`src/hdl/spcd_pkg.sv`:
```
// spcd_pkg: shared types and constants of the stroke point clip/decimate block
// holds the payload structs, the configuration register map and the fixed field widths
// no dependencies
package spcd_pkg;

	// field widths fixed by the interface
	localparam int COORD_W    = 20;
	localparam int EXTENT_W   = 19;
	localparam int GAP_W      = 16;
	localparam int SCALE_W    = 28;
	localparam int SID_W      = 32;
	localparam int UM_W       = 32;

	// shared multiplier and wide intermediates
	localparam int MUL_W      = 32;
	localparam int PROD_W     = 2 * MUL_W;
	localparam int MAG_W      = 20;                  // |dx|, |dy|, |x|, |y|
	localparam int SS_W       = 2 * MAG_W + 1;       // dx^2 + dy^2
	localparam int USQ_W      = 2 * SCALE_W;         // um_per_px^2
	localparam int LHS_W      = SS_W + USQ_W;        // (dx^2 + dy^2) * um_per_px^2

	// configuration port
	localparam int CFG_IDX_W  = 3;
	localparam int CFG_DATA_W = 28;

	localparam logic [SCALE_W-1:0] UM_PER_PX_RST = 28'd1083733;

	typedef enum logic [CFG_IDX_W-1:0] {
		REG_SEL_EN      = 3'd0,
		REG_RECT_LEFT   = 3'd1,
		REG_RECT_TOP    = 3'd2,
		REG_RECT_WIDTH  = 3'd3,
		REG_RECT_HEIGHT = 3'd4,
		REG_GAP_UM      = 3'd5,
		REG_UM_PER_PX   = 3'd6
	} cfg_reg_t;

	typedef struct packed {
		logic                       sel_en;
		logic signed [COORD_W-1:0]  rect_left;
		logic signed [COORD_W-1:0]  rect_top;
		logic [EXTENT_W-1:0]        rect_width;
		logic [EXTENT_W-1:0]        rect_height;
		logic [GAP_W-1:0]           gap_um;
		logic [SCALE_W-1:0]         um_per_px;
	} spcd_cfg_t;

	typedef struct packed {
		logic                       stroke_start;
		logic [SID_W-1:0]           stroke_id;
		logic signed [COORD_W-1:0]  point_x;
		logic signed [COORD_W-1:0]  point_y;
	} spcd_in_t;

	typedef struct packed {
		logic [SID_W-1:0]           out_stroke_id;
		logic                       first_in_stroke;
		logic signed [UM_W-1:0]     x_um;
		logic signed [UM_W-1:0]     y_um;
	} spcd_out_t;

endpackage

```
`src/hdl/spcd_mul.sv`:
```
// spcd_mul: shared 32x32 unsigned multiplier with registered product
// depends on spcd_pkg
module spcd_mul (
	input  logic                         clk,
	input  logic [spcd_pkg::MUL_W-1:0]   a,
	input  logic [spcd_pkg::MUL_W-1:0]   b,
	output logic [spcd_pkg::PROD_W-1:0]  prod_q
);
	import spcd_pkg::*;

	always_ff @(posedge clk) begin
		prod_q <= PROD_W'(a) * PROD_W'(b);
	end

endmodule

```
`src/hdl/spcd_seq.sv`:
```
// spcd_seq: clip test, sequencer and datapath around the shared multiplier
// depends on spcd_pkg and spcd_mul
module spcd_seq #(
	parameter int COORD_FRAC_BITS = 4,
	parameter int SCALE_FRAC_BITS = 12
) (
	input  logic                   clk,
	input  logic                   arst_n,
	input  spcd_pkg::spcd_cfg_t    cfg,
	input  logic                   in_valid,
	input  spcd_pkg::spcd_in_t     in_data,
	output logic                   in_ready,
	output logic                   res_valid,
	input  logic                   res_ready,
	output spcd_pkg::spcd_out_t    res
);
	import spcd_pkg::*;

	localparam int SH      = COORD_FRAC_BITS + SCALE_FRAC_BITS;
	localparam int SPROD_W = MAG_W + SCALE_W;
	localparam int RHS_W   = 2 * GAP_W + 2 * SH;
	localparam int CMP_W   = (RHS_W > LHS_W) ? RHS_W : LHS_W;
	localparam logic [SPROD_W:0] HALF    = ((SPROD_W + 1)'(1) << SH) >> 1;
	localparam logic [SPROD_W:0] SAT_POS = (SPROD_W + 1)'(64'h7FFF_FFFF);
	localparam logic [SPROD_W:0] SAT_NEG = (SPROD_W + 1)'(64'h8000_0000);

	typedef enum logic [1:0] {S_IDLE, S_RUN, S_DONE} state_t;
	typedef enum logic [3:0] {
		ST_USQ, ST_DX2, ST_DY2, ST_GSQ, ST_XS,
		ST_P00, ST_P01, ST_P10, ST_P11, ST_YS, ST_CMP
	} step_t;

	state_t                     state_q;
	step_t                      step_q;
	logic                       have_kept_q;
	logic                       first_q;
	logic                       keep_q;
	logic signed [COORD_W-1:0]  last_x_q, last_y_q;

	logic signed [COORD_W-1:0]  x_q, y_q;
	logic [SID_W-1:0]           sid_q;
	logic [MAG_W-1:0]           adx_q, ady_q, amx_q, amy_q;
	logic                       negx_q, negy_q;
	logic [USQ_W-1:0]           usq_q;
	logic [SS_W-1:0]            ss_q;
	logic [2*GAP_W-1:0]         gsq_q;
	logic [LHS_W-1:0]           acc_q;
	logic [UM_W-1:0]            xum_q, yum_q;

	logic [MUL_W-1:0]           op_a, op_b;
	logic [PROD_W-1:0]          prod_q;

	logic signed [COORD_W:0]    px, py, lx, ty, hx, hy, dx, dy, ndx, ndy, npx, npy;
	logic                       in_rect, start, first;
	logic [CMP_W-1:0]           lhs_c, rhs_c;

	function automatic logic [UM_W-1:0] to_um(input logic [PROD_W-1:0] p, input logic neg);
		logic [SPROD_W:0] q;
		logic [SPROD_W:0] qn;
		logic [UM_W-1:0]  r;
		q = ({1'b0, p[SPROD_W-1:0]} + HALF) >> SH;
		if (neg) begin
			if (q > SAT_NEG) q = SAT_NEG;
			qn = -q;
			r  = qn[UM_W-1:0];
		end else begin
			if (q > SAT_POS) q = SAT_POS;
			r = q[UM_W-1:0];
		end
		return r;
	endfunction

	// clip test and distance terms from the arriving point
	always_comb begin
		px  = {in_data.point_x[COORD_W-1], in_data.point_x};
		py  = {in_data.point_y[COORD_W-1], in_data.point_y};
		lx  = {cfg.rect_left[COORD_W-1], cfg.rect_left};
		ty  = {cfg.rect_top[COORD_W-1], cfg.rect_top};
		hx  = lx + {2'b00, cfg.rect_width};
		hy  = ty + {2'b00, cfg.rect_height};
		dx  = px - {last_x_q[COORD_W-1], last_x_q};
		dy  = py - {last_y_q[COORD_W-1], last_y_q};
		ndx = -dx;
		ndy = -dy;
		npx = -px;
		npy = -py;
		in_rect = (px >= lx) && (px <= hx) && (py >= ty) && (py <= hy);
	end

	assign in_ready  = (state_q == S_IDLE);
	assign start     = in_valid && in_ready;
	assign first     = !(have_kept_q && !in_data.stroke_start);
	assign res_valid = (state_q == S_DONE) && keep_q;

	// scaled squared spacing against gap^2 at the same binary point
	assign lhs_c = CMP_W'(acc_q);
	assign rhs_c = CMP_W'(gsq_q) << (2 * SH);

	// operand select for the shared multiplier
	always_comb begin
		op_a = '0;
		op_b = '0;
		unique case (step_q)
			ST_USQ: begin op_a = MUL_W'(cfg.um_per_px); op_b = MUL_W'(cfg.um_per_px); end
			ST_DX2: begin op_a = MUL_W'(adx_q); op_b = MUL_W'(adx_q); end
			ST_DY2: begin op_a = MUL_W'(ady_q); op_b = MUL_W'(ady_q); end
			ST_GSQ: begin op_a = MUL_W'(cfg.gap_um); op_b = MUL_W'(cfg.gap_um); end
			ST_XS:  begin op_a = MUL_W'(amx_q); op_b = MUL_W'(cfg.um_per_px); end
			ST_P00: begin op_a = ss_q[MUL_W-1:0]; op_b = usq_q[MUL_W-1:0]; end
			ST_P01: begin op_a = ss_q[MUL_W-1:0]; op_b = MUL_W'(usq_q[USQ_W-1:MUL_W]); end
			ST_P10: begin op_a = MUL_W'(ss_q[SS_W-1:MUL_W]); op_b = usq_q[MUL_W-1:0]; end
			ST_P11: begin
				op_a = MUL_W'(ss_q[SS_W-1:MUL_W]);
				op_b = MUL_W'(usq_q[USQ_W-1:MUL_W]);
			end
			ST_YS:  begin op_a = MUL_W'(amy_q); op_b = MUL_W'(cfg.um_per_px); end
			ST_CMP: begin op_a = '0; op_b = '0; end
			default: begin op_a = '0; op_b = '0; end
		endcase
	end

	spcd_mul u_mul (
		.clk    (clk),
		.a      (op_a),
		.b      (op_b),
		.prod_q (prod_q)
	);

	always_ff @(posedge clk or negedge arst_n) begin
		if (!arst_n) begin
			state_q     <= S_IDLE;
			step_q      <= ST_USQ;
			have_kept_q <= 1'b0;
			first_q     <= 1'b0;
			keep_q      <= 1'b0;
			last_x_q    <= '0;
			last_y_q    <= '0;
		end else begin
			unique case (state_q)
				S_IDLE: begin
					if (start) begin
						if (in_data.stroke_start) have_kept_q <= 1'b0;
						if (cfg.sel_en && in_rect) begin
							state_q <= S_RUN;
							step_q  <= ST_USQ;
							first_q <= first;
						end
					end
				end
				S_RUN: begin
					if (step_q == ST_CMP) begin
						state_q <= S_DONE;
						keep_q  <= first_q || (lhs_c >= rhs_c);
					end else begin
						step_q <= step_t'(step_q + 4'd1);
					end
				end
				S_DONE: begin
					if (!keep_q) begin
						state_q <= S_IDLE;
					end else if (res_ready) begin
						state_q     <= S_IDLE;
						have_kept_q <= 1'b1;
						last_x_q    <= x_q;
						last_y_q    <= y_q;
					end
				end
				default: state_q <= S_IDLE;
			endcase
		end
	end

	// each step takes the product issued one step earlier
	always_ff @(posedge clk) begin
		if (start) begin
			x_q    <= in_data.point_x;
			y_q    <= in_data.point_y;
			sid_q  <= in_data.stroke_id;
			adx_q  <= dx[COORD_W] ? ndx[MAG_W-1:0] : dx[MAG_W-1:0];
			ady_q  <= dy[COORD_W] ? ndy[MAG_W-1:0] : dy[MAG_W-1:0];
			amx_q  <= px[COORD_W] ? npx[MAG_W-1:0] : px[MAG_W-1:0];
			amy_q  <= py[COORD_W] ? npy[MAG_W-1:0] : py[MAG_W-1:0];
			negx_q <= px[COORD_W];
			negy_q <= py[COORD_W];
		end
		if (state_q == S_RUN) begin
			unique case (step_q)
				ST_USQ: ;
				ST_DX2: usq_q <= prod_q[USQ_W-1:0];
				ST_DY2: ss_q  <= prod_q[SS_W-1:0];
				ST_GSQ: ss_q  <= ss_q + prod_q[SS_W-1:0];
				ST_XS:  gsq_q <= prod_q[2*GAP_W-1:0];
				ST_P00: xum_q <= to_um(prod_q, negx_q);
				ST_P01: acc_q <= LHS_W'(prod_q);
				ST_P10: acc_q <= acc_q + (LHS_W'(prod_q) << MUL_W);
				ST_P11: acc_q <= acc_q + (LHS_W'(prod_q) << MUL_W);
				ST_YS:  acc_q <= acc_q + (LHS_W'(prod_q) << (2 * MUL_W));
				ST_CMP: yum_q <= to_um(prod_q, negy_q);
				default: ;
			endcase
		end
	end

	assign res.out_stroke_id   = sid_q;
	assign res.first_in_stroke = first_q;
	assign res.x_um            = xum_q;
	assign res.y_um            = yum_q;

endmodule

```
`src/hdl/stroke_point_clip_decimate_top.sv`:
```
// stroke_point_clip_decimate_top: top level with configuration registers and output register
// depends on spcd_pkg and spcd_seq
//
// Usage:
//   Input channel in_valid/in_ready/in_data carries one pen point per transfer.
//   Output channel out_valid/out_ready/out_data carries one kept point per transfer.
//   The user writes configuration through cfg_we/cfg_index/cfg_data, one register per cycle,
//   only while the block is idle (the block does not check); unlisted indexes are ignored.
// Timing:
//   A point outside the selection rectangle (or with the selection disabled) is
//   finished in its transfer cycle and in_ready stays high.
//   A point inside runs the multiplier steps ST_USQ to ST_CMP; from S_DONE a kept result
//   is loaded into the output register, while a decimated one is dropped. in_ready is low
//   until S_DONE ends, so no new point is taken meanwhile, and out_valid rises as the output
//   register loads. The single 32x32 multiplier, used 10 times per point, sets this pace.
// Reset:
//   arst_n clears the sequencer, the stroke history and the output valid, and loads
//   the register defaults (selection off, scale 96 dpi).
// Stall:
//   A result waits in the output register; the next point is taken meanwhile, and
//   that point waits in its final step until the output register frees up.
module stroke_point_clip_decimate_top #(
	parameter int COORD_FRAC_BITS = 4,
	parameter int SCALE_FRAC_BITS = 12
) (
	input  logic                              clk,
	input  logic                              arst_n,
	input  logic                              cfg_we,
	input  logic [spcd_pkg::CFG_IDX_W-1:0]    cfg_index,
	input  logic [spcd_pkg::CFG_DATA_W-1:0]   cfg_data,
	input  logic                              in_valid,
	output logic                              in_ready,
	input  spcd_pkg::spcd_in_t                in_data,
	output logic                              out_valid,
	input  logic                              out_ready,
	output spcd_pkg::spcd_out_t               out_data
);
	import spcd_pkg::*;

	spcd_cfg_t  cfg_q;
	spcd_out_t  res;
	logic       res_valid, res_ready, load;

	always_ff @(posedge clk or negedge arst_n) begin
		if (!arst_n) begin
			cfg_q.sel_en      <= 1'b0;
			cfg_q.rect_left   <= '0;
			cfg_q.rect_top    <= '0;
			cfg_q.rect_width  <= '0;
			cfg_q.rect_height <= '0;
			cfg_q.gap_um      <= '0;
			cfg_q.um_per_px   <= UM_PER_PX_RST;
		end else if (cfg_we) begin
			unique case (cfg_index)
				REG_SEL_EN:      cfg_q.sel_en      <= cfg_data[0];
				REG_RECT_LEFT:   cfg_q.rect_left   <= cfg_data[COORD_W-1:0];
				REG_RECT_TOP:    cfg_q.rect_top    <= cfg_data[COORD_W-1:0];
				REG_RECT_WIDTH:  cfg_q.rect_width  <= cfg_data[EXTENT_W-1:0];
				REG_RECT_HEIGHT: cfg_q.rect_height <= cfg_data[EXTENT_W-1:0];
				REG_GAP_UM:      cfg_q.gap_um      <= cfg_data[GAP_W-1:0];
				REG_UM_PER_PX:   cfg_q.um_per_px   <= cfg_data[SCALE_W-1:0];
				default: ;
			endcase
		end
	end

	spcd_seq #(
		.COORD_FRAC_BITS (COORD_FRAC_BITS),
		.SCALE_FRAC_BITS (SCALE_FRAC_BITS)
	) u_seq (
		.clk       (clk),
		.arst_n    (arst_n),
		.cfg       (cfg_q),
		.in_valid  (in_valid),
		.in_data   (in_data),
		.in_ready  (in_ready),
		.res_valid (res_valid),
		.res_ready (res_ready),
		.res       (res)
	);

	// output register frees up on the same cycle it transfers
	assign res_ready = !out_valid || out_ready;
	assign load      = res_valid && res_ready;

	always_ff @(posedge clk or negedge arst_n) begin
		if (!arst_n) begin
			out_valid <= 1'b0;
		end else if (load) begin
			out_valid <= 1'b1;
		end else if (out_ready) begin
			out_valid <= 1'b0;
		end
	end

	always_ff @(posedge clk) begin
		if (load) out_data <= res;
	end

endmodule

```
`config.mk`:
```
export PLATFORM = sky130hd
export DESIGN_NAME = stroke_point_clip_decimate_top
export DESIGN_NICKNAME = d
export VERILOG_FILES = /design/src/hdl/spcd_pkg.sv /design/src/hdl/spcd_mul.sv /design/src/hdl/spcd_seq.sv /design/src/hdl/stroke_point_clip_decimate_top.sv
export SDC_FILE = /design/constraint.sdc
export NUM_CORES = 2
export LEC_CHECK = 0
export BUFFER_PORTS_ARGS = -buffer_cell sky130_fd_sc_hd__buf_2
export CAP_MARGIN = 20
export CELL_PAD_IN_SITES_DETAIL_PLACEMENT = 2
export CELL_PAD_IN_SITES_GLOBAL_PLACEMENT = 2
export CORE_ASPECT_RATIO = 1.75
export CORE_MARGIN = 2
export CORE_UTILIZATION = 45
export DETAILED_ROUTE_END_ITERATION = 7
export PLACE_DENSITY_LB_ADDON = 0.15
export SKIP_LAST_GASP = 1
export SLEW_MARGIN = 25
export SYNTH_ARGS = -nofsm -noshare
export SYNTH_HDL_FRONTEND = slang
export SYNTH_SLANG_ARGS = --single-unit
```
`constraint.sdc`:
```
create_clock -name clk -period 21.1 [get_ports clk]
set_input_delay 1.055 -clock clk [delete_from_list [all_inputs] [get_ports clk]]
set_output_delay 1.055 -clock clk [all_outputs]
set_load 0.05 [all_outputs]
```
* Word level (Yosys, flattened, before mapping)
Cells that the tools add are included. Widths: inputs -> output; s select.
Storage, ports and cells: ROM bits 0, RAM bits 0, register bits 778, word-level logic and storage cells 165, latch bits 0, memories kept 0, bits of input ports 109
Cells by class: divide/modulo/power cells 0, order comparisons 7, shift-type cells 0, muxes and demuxes 35, eq/ne operators 26, $add $sub $neg 15, $mul 1, bitwise gates (word level) 0, reduce and logical (&&, ||, !) cells 44
Operators by type and width (number):
- $mux 32 | 10
- $pmux 97 s3 | 1
- $pmux 32 s8 | 1
- $pmux 32 s6 | 1
- $add 97x96->97 | 1
- $add 97x97->97 | 1
- $ge 97x64->1 | 1
- $pmux 41 s2 | 1
- $neg 20->20 | 4
- $mul 32x32->64 | 1
- $neg 32->32 | 2
- $add 48x16->49 const B | 1
- $add 20x20->21 | 2
- $le 20x21->1 | 2
- $sub 20x20->21 | 2
- $add 41x41->41 | 1
- $ge 20x20->1 | 2
- $mux 20 | 2
- $mux 19 | 2
- $gt 33x31->1 const B | 1
- $gt 33x32->1 const B | 1
- $reduce_and 2->1 | 13
- $eq 4x3->1 const B | 4
- $eq 4x4->1 const B | 3
- 30 further kinds | 68

* Depth between registers and ports, before layout
depth after elaboration 9, mapped depth 41

* Cells and area by module
A second synthesis with hierarchy kept.
Second synthesis, totals: cells, all modules 7727, area total of the unflattened synthesis 77531.9 µm²
By module, submodules not included:
- spcd_seq | instances 1, area each 34948.5 µm², cells an instance 3520
- spcd_mul | instances 1, area each 34916.0 µm², cells an instance 3841
- stroke_point_clip_decimate_top | instances 1, area each 7667.4 µm², cells an instance 366

* Worst setup path before layout
No wires, ideal clock.
kind reg-to-reg, start register u_seq.step_q[0], end register u_seq.u_mul.prod_q[63] (netlist name), path buffers 3, cell stages (with the launch flop) 33, arrival 9.283 ns, setup time 0.072 ns, clock period less this slack 9.355 ns, path slack 11.745 ns, cell sequence dfrtp_1 > inv_1 > ha_1 > o21a_1 > clkbuf_1 > clkbuf_1 > a22o_1 > a221o_1 > a211oi_1 > clkbuf_1 > nor2_1 > fa_1 > fa_1 > inv_1 > fa_1 > fa_1 > inv_1 > ha_1 > ha_1 > fa_1 > fa_1 > ha_1 > a211oi_1 > nor3_1 > o311ai_1 > a31oi_1 > a211oi_1 > o31a_1 > o21bai_1 > a2111o_1 > a31o_2 > a21oi_1 > xnor2_1
Between the ends: longest elaborated chain between the ends 4
RTL lines:
- start: declaration | line spcd_seq.sv:34 | step_t step_q;
- start signal: assignment | line spcd_seq.sv:155 | step_q <= step_t'(step_q + 4'd1);
- $eq 4x3->1 (tied with other cells) | line spcd_seq.sv:103 | unique case (step_q)
- $reduce_or 3->1 (no line) / $reduce_or 2->1 (equally long branches)
- $pmux 32 s6 / $pmux 32 s8 (equally long branches) | line spcd_seq.sv:103
- $mul 32x32->64 (*) | line spcd_mul.sv:12 | prod_q <= PROD_W'(a) * PROD_W'(b);
- end signal: assignment | line spcd_mul.sv:12
- end: declaration | line spcd_mul.sv:7 | output logic [spcd_pkg::PROD_W-1:0] prod_q
Every way passes the cells marked *; elsewhere a longest branch is shown, timed or not. A chain may end at the register's enable or synchronous reset.

* Final worst setup path
start register u_seq.step_q[0], end register u_seq.u_mul.prod_q[45] (netlist name)
The elaborated chain is that of the path after synthesis.

==> results.yml <==
floorplanning:
  core_area_mm2: 0.1694
  initial_core_util_pct: 45.22
  dieArea_mm2: 0.1737
  die_w_um: 315.9
  rows: 200
  die_height_um: 549.8
  ios: 208
global_route:
  overflow: 0
  grt_pass1_vias: 74900
  grt_max_degree: 124
  grt_antenna_before_repair: 37
  grt_pass1_wl_um: 520600
  grt_usage_pct: 42.08
placed_design:
  globalplace.congestion: 1.068
  hpwl_um: 277600
  portBuffers: 207
  place_area_mm2: 0.08066
synth:
  syn-cell-area_mm2: 0.07660
  synth-edff-count: 537
  postSynth.asyncResetShare_pct: 22.35
  syn_avg_cell_area_um2: 9.667
  ys_ff_latch: 774
  synth_cell_type_count: 103
  syn_inst: 7924
  yosysSeqAreaShare_pct: 28.39
  ys_warn_count: 0
  ys.flop_type: "edfxtp_1"
  synth_fp_nets: 9538
drt:
  viasPerCell: 6.235
  wl_met2_um: 179500
  wl_met1_um: 112800
  ant_nets: 0
  drc_errors: 0
  wl_met3_um: 22800
  drtIter0Drc: 4099
  routed_wl_um: 361100
  vias: 64370
  wire_per_inst_um: 34.98
  first_pass_iters: 5
  top_layer: "met5"
cts:
  clk_pin_slew_ns: 0.09
  cts_resized: 0
  cts_tree: "done"
  clk_latency_ns: 0.68
  htree_levels: 3
  postCtsSetupBuffers: 0
  cts-root-buf: "clkbuf_16"
  cts_max_path_buffers: 3
  cts_hold_buffers: 0
  numCtsBuffers: 73
  clock_sinks: 774
sta:
  final.setup.tns_ns: 0
  finalMaxSlewViolations: 0
  fmax_mhz: 85.49
  setup_viol: 0
  period_minus_slack_ns: 11.70
  rsz0062_at_grt: "false"
  fin_crit_sh_pct: 55.44
  skew_ns: 0.03654
  slew_headroom_pct: 20.20
  worst_slew_pin_slew_ns: 1.193
  hold_violations: 0
setup_path:
  critPathCaptureType: "flop"
  r2r_slack_ns: 9.40
  cp-startpoint: "u_seq.step_q[0]"
  cp_max_fo: 21
  cp_data_arrival_time_ns: 12.23
  max_stage_delay_ns: 1.02
  cpMaxStageDelayCell: "and2_1"
  r2r-start: "u_seq.step_q[0]"
  cp-start-kind: "flop"
  cp.required_ns: 21.63
  crit_type: "flop to flop"
status:
  outcome: "complete, no violations"
worst_hold_path:
  hold_class: "primary input to asynchronous set/reset pin"
final_layout:
  post-route-util_pct: 49.09
  drive_above_1_share_pct: 8.980
  syn_to_final_growth_pct: 8.564
  final_nets: 9639
  postLayoutCellArea_mm2: 0.08316
run:
  max-cap-violations: 0
==> worst paths after layout <==
| check | to | cells after the start |
|---|---|---|
| hold reg to reg | out_data[72] | 0 |
| setup / recovery | u_seq.u_mul.prod_q[45] | 32 |
| hold / removal | u_seq.last_y_q[16] | 1 |
| max in group asynchronous | cfg_q[67] | 2 |
| setup reg to reg | u_seq.u_mul.prod_q[45] | 32 |
| min in group clk | out_data[72] | 0 |
==> cell usage after synthesis, types with 21 or more instances <==
cell / count / area, um^2
or3_1: 23 / 143.9
dfrtp_1: 165 / 4129
o21bai_1: 49 / 367.9
nor2_1: 750 / 2815
a21oi_1: 290 / 1451
a31oi_1: 34 / 212.7
mux2_2: 95 / 1070
nor4_1: 35 / 219.0
o22ai_1: 32 / 200.2
o21a_1: 50 / 375.4
a211oi_1: 49 / 367.9
nand3_1: 102 / 510.5
o21ai_0: 326 / 1632
nand2b_1: 44 / 275.3
and3_1: 76 / 475.5
a21o_1: 190 / 1426
nand2_1: 914 / 3431
ha_1: 602 / 7532
and2_1: 53 / 331.6
xnor2_1: 218 / 1909
and4_1: 24 / 210.2
edfxtp_1: 537 / 16130
xor2_1: 129 / 1130
o31ai_1: 28 / 210.2
a22oi_1: 67 / 503.0
fa_1: 903 / 18080
o21ai_1: 23 / 115.1
buf_1: 22 / 82.58
a22o_1: 35 / 306.5
nor2b_1: 42 / 262.8
inv_1: 1132 / 4249
clkbuf_1: 318 / 1194
a211o_1: 21 / 183.9
nor3_1: 84 / 420.4
nand4_1: 87 / 544.3
dfxtp_1: 64 / 1281
==> area by class of cell <==
class	count	area (um^2)
clock buffer	91	1988
multi-input combinational	5657	49500
sequential	774	21750
fill	17770	86250
inverter	1134	4257
antenna	16	40.04
timing repair buffer	385	2401
tap	2222	2780
clock inverter	44	450.4
==> cells by family after synthesis <==
family / Yosys count / share of synthesized area (%)
buffers and inverters: 1493 / 7.370
xor gates and xnor gates: 347 / 3.967
adders and majority gates: 1505 / 33.43
DFF: 774 / 28.39
and+or+nand+nor: 2314 / 13.42
muxes: 108 / 1.566
AOI/OAI and AO/OA: 1383 / 11.86
==> cells in the final DEF (no fill, tap or decap), types with 40 or more instances in the layout <==
cell / count
nand3_1: 101
o21a_1: 50
o21ai_0: 326
o21bai_1: 49
nor3_1: 82
and3_1: 74
xnor2_1: 217
edfxtp_1: 537
inv_1: 1132
dfxtp_1: 63
buf_2: 206
nand2_1: 910
clkbuf_16: 76
a21o_1: 190
mux2_2: 95
nor2b_1: 41
and2_1: 45
fa_1: 903
xor2_1: 129
nand4_1: 87
ha_1: 602
buf_4: 175
dfrtp_1: 165
a21oi_1: 288
a211oi_1: 40
a22oi_1: 66
nand2b_1: 44
nor2_1: 740
==> through the flow <==
| stage | std cells | worst slack [ns] | hold WS [ns] |
|---|---|---|---|
| 2_1_floorplan | 7924 | 11.74 | 0.4003 |
| 3_3_place_gp | 10170 | 10.01 | 0.4003 |
| 3_5_place_dp | 10170 | 9.792 | 0.4051 |
| 4_1_cts | 10310 | 9.689 | 0.3448 |
| 5_1_grt | 10310 | 9.090 | 0.3700 |
| 6_report | 10320 | 9.403 | 0.3347 |
==> critical path, delay by kind of cell (launching register included) <==
kind	cells	cell delay [ns]
simple gates	4	2.03
xor+xnor	1	0.15
fa+ha+maj	10	4.80
compound gates	9	3.50
flops	1	0.48
buf+inv	8	0.56
==> state kept, by name, summed over array words and instances (netlist names), 32 cells and up <==
| name | count |
|---|---|
| cfg_q | 123 |
| out_data | 97 |
| u_seq.acc_q | 97 |
| u_seq.gsq_q | 32 |
| u_seq.sid_q | 32 |
| u_seq.ss_q | 41 |
| u_seq.u_mul.prod_q | 64 |
| u_seq.usq_q | 56 |
| u_seq.xum_q | 32 |
| u_seq.yum_q | 32 |
==> layer usage <==
metal,track usage (%),vias up
met3,9.717,1578
met4,42.36,30
met5,0,-
met2,72.57,2727
met1,40.04,33510
li1,-,26520
Power is not shown: default switching activity piles up to over one toggle a cycle in this logic, so the estimate is an artifact.
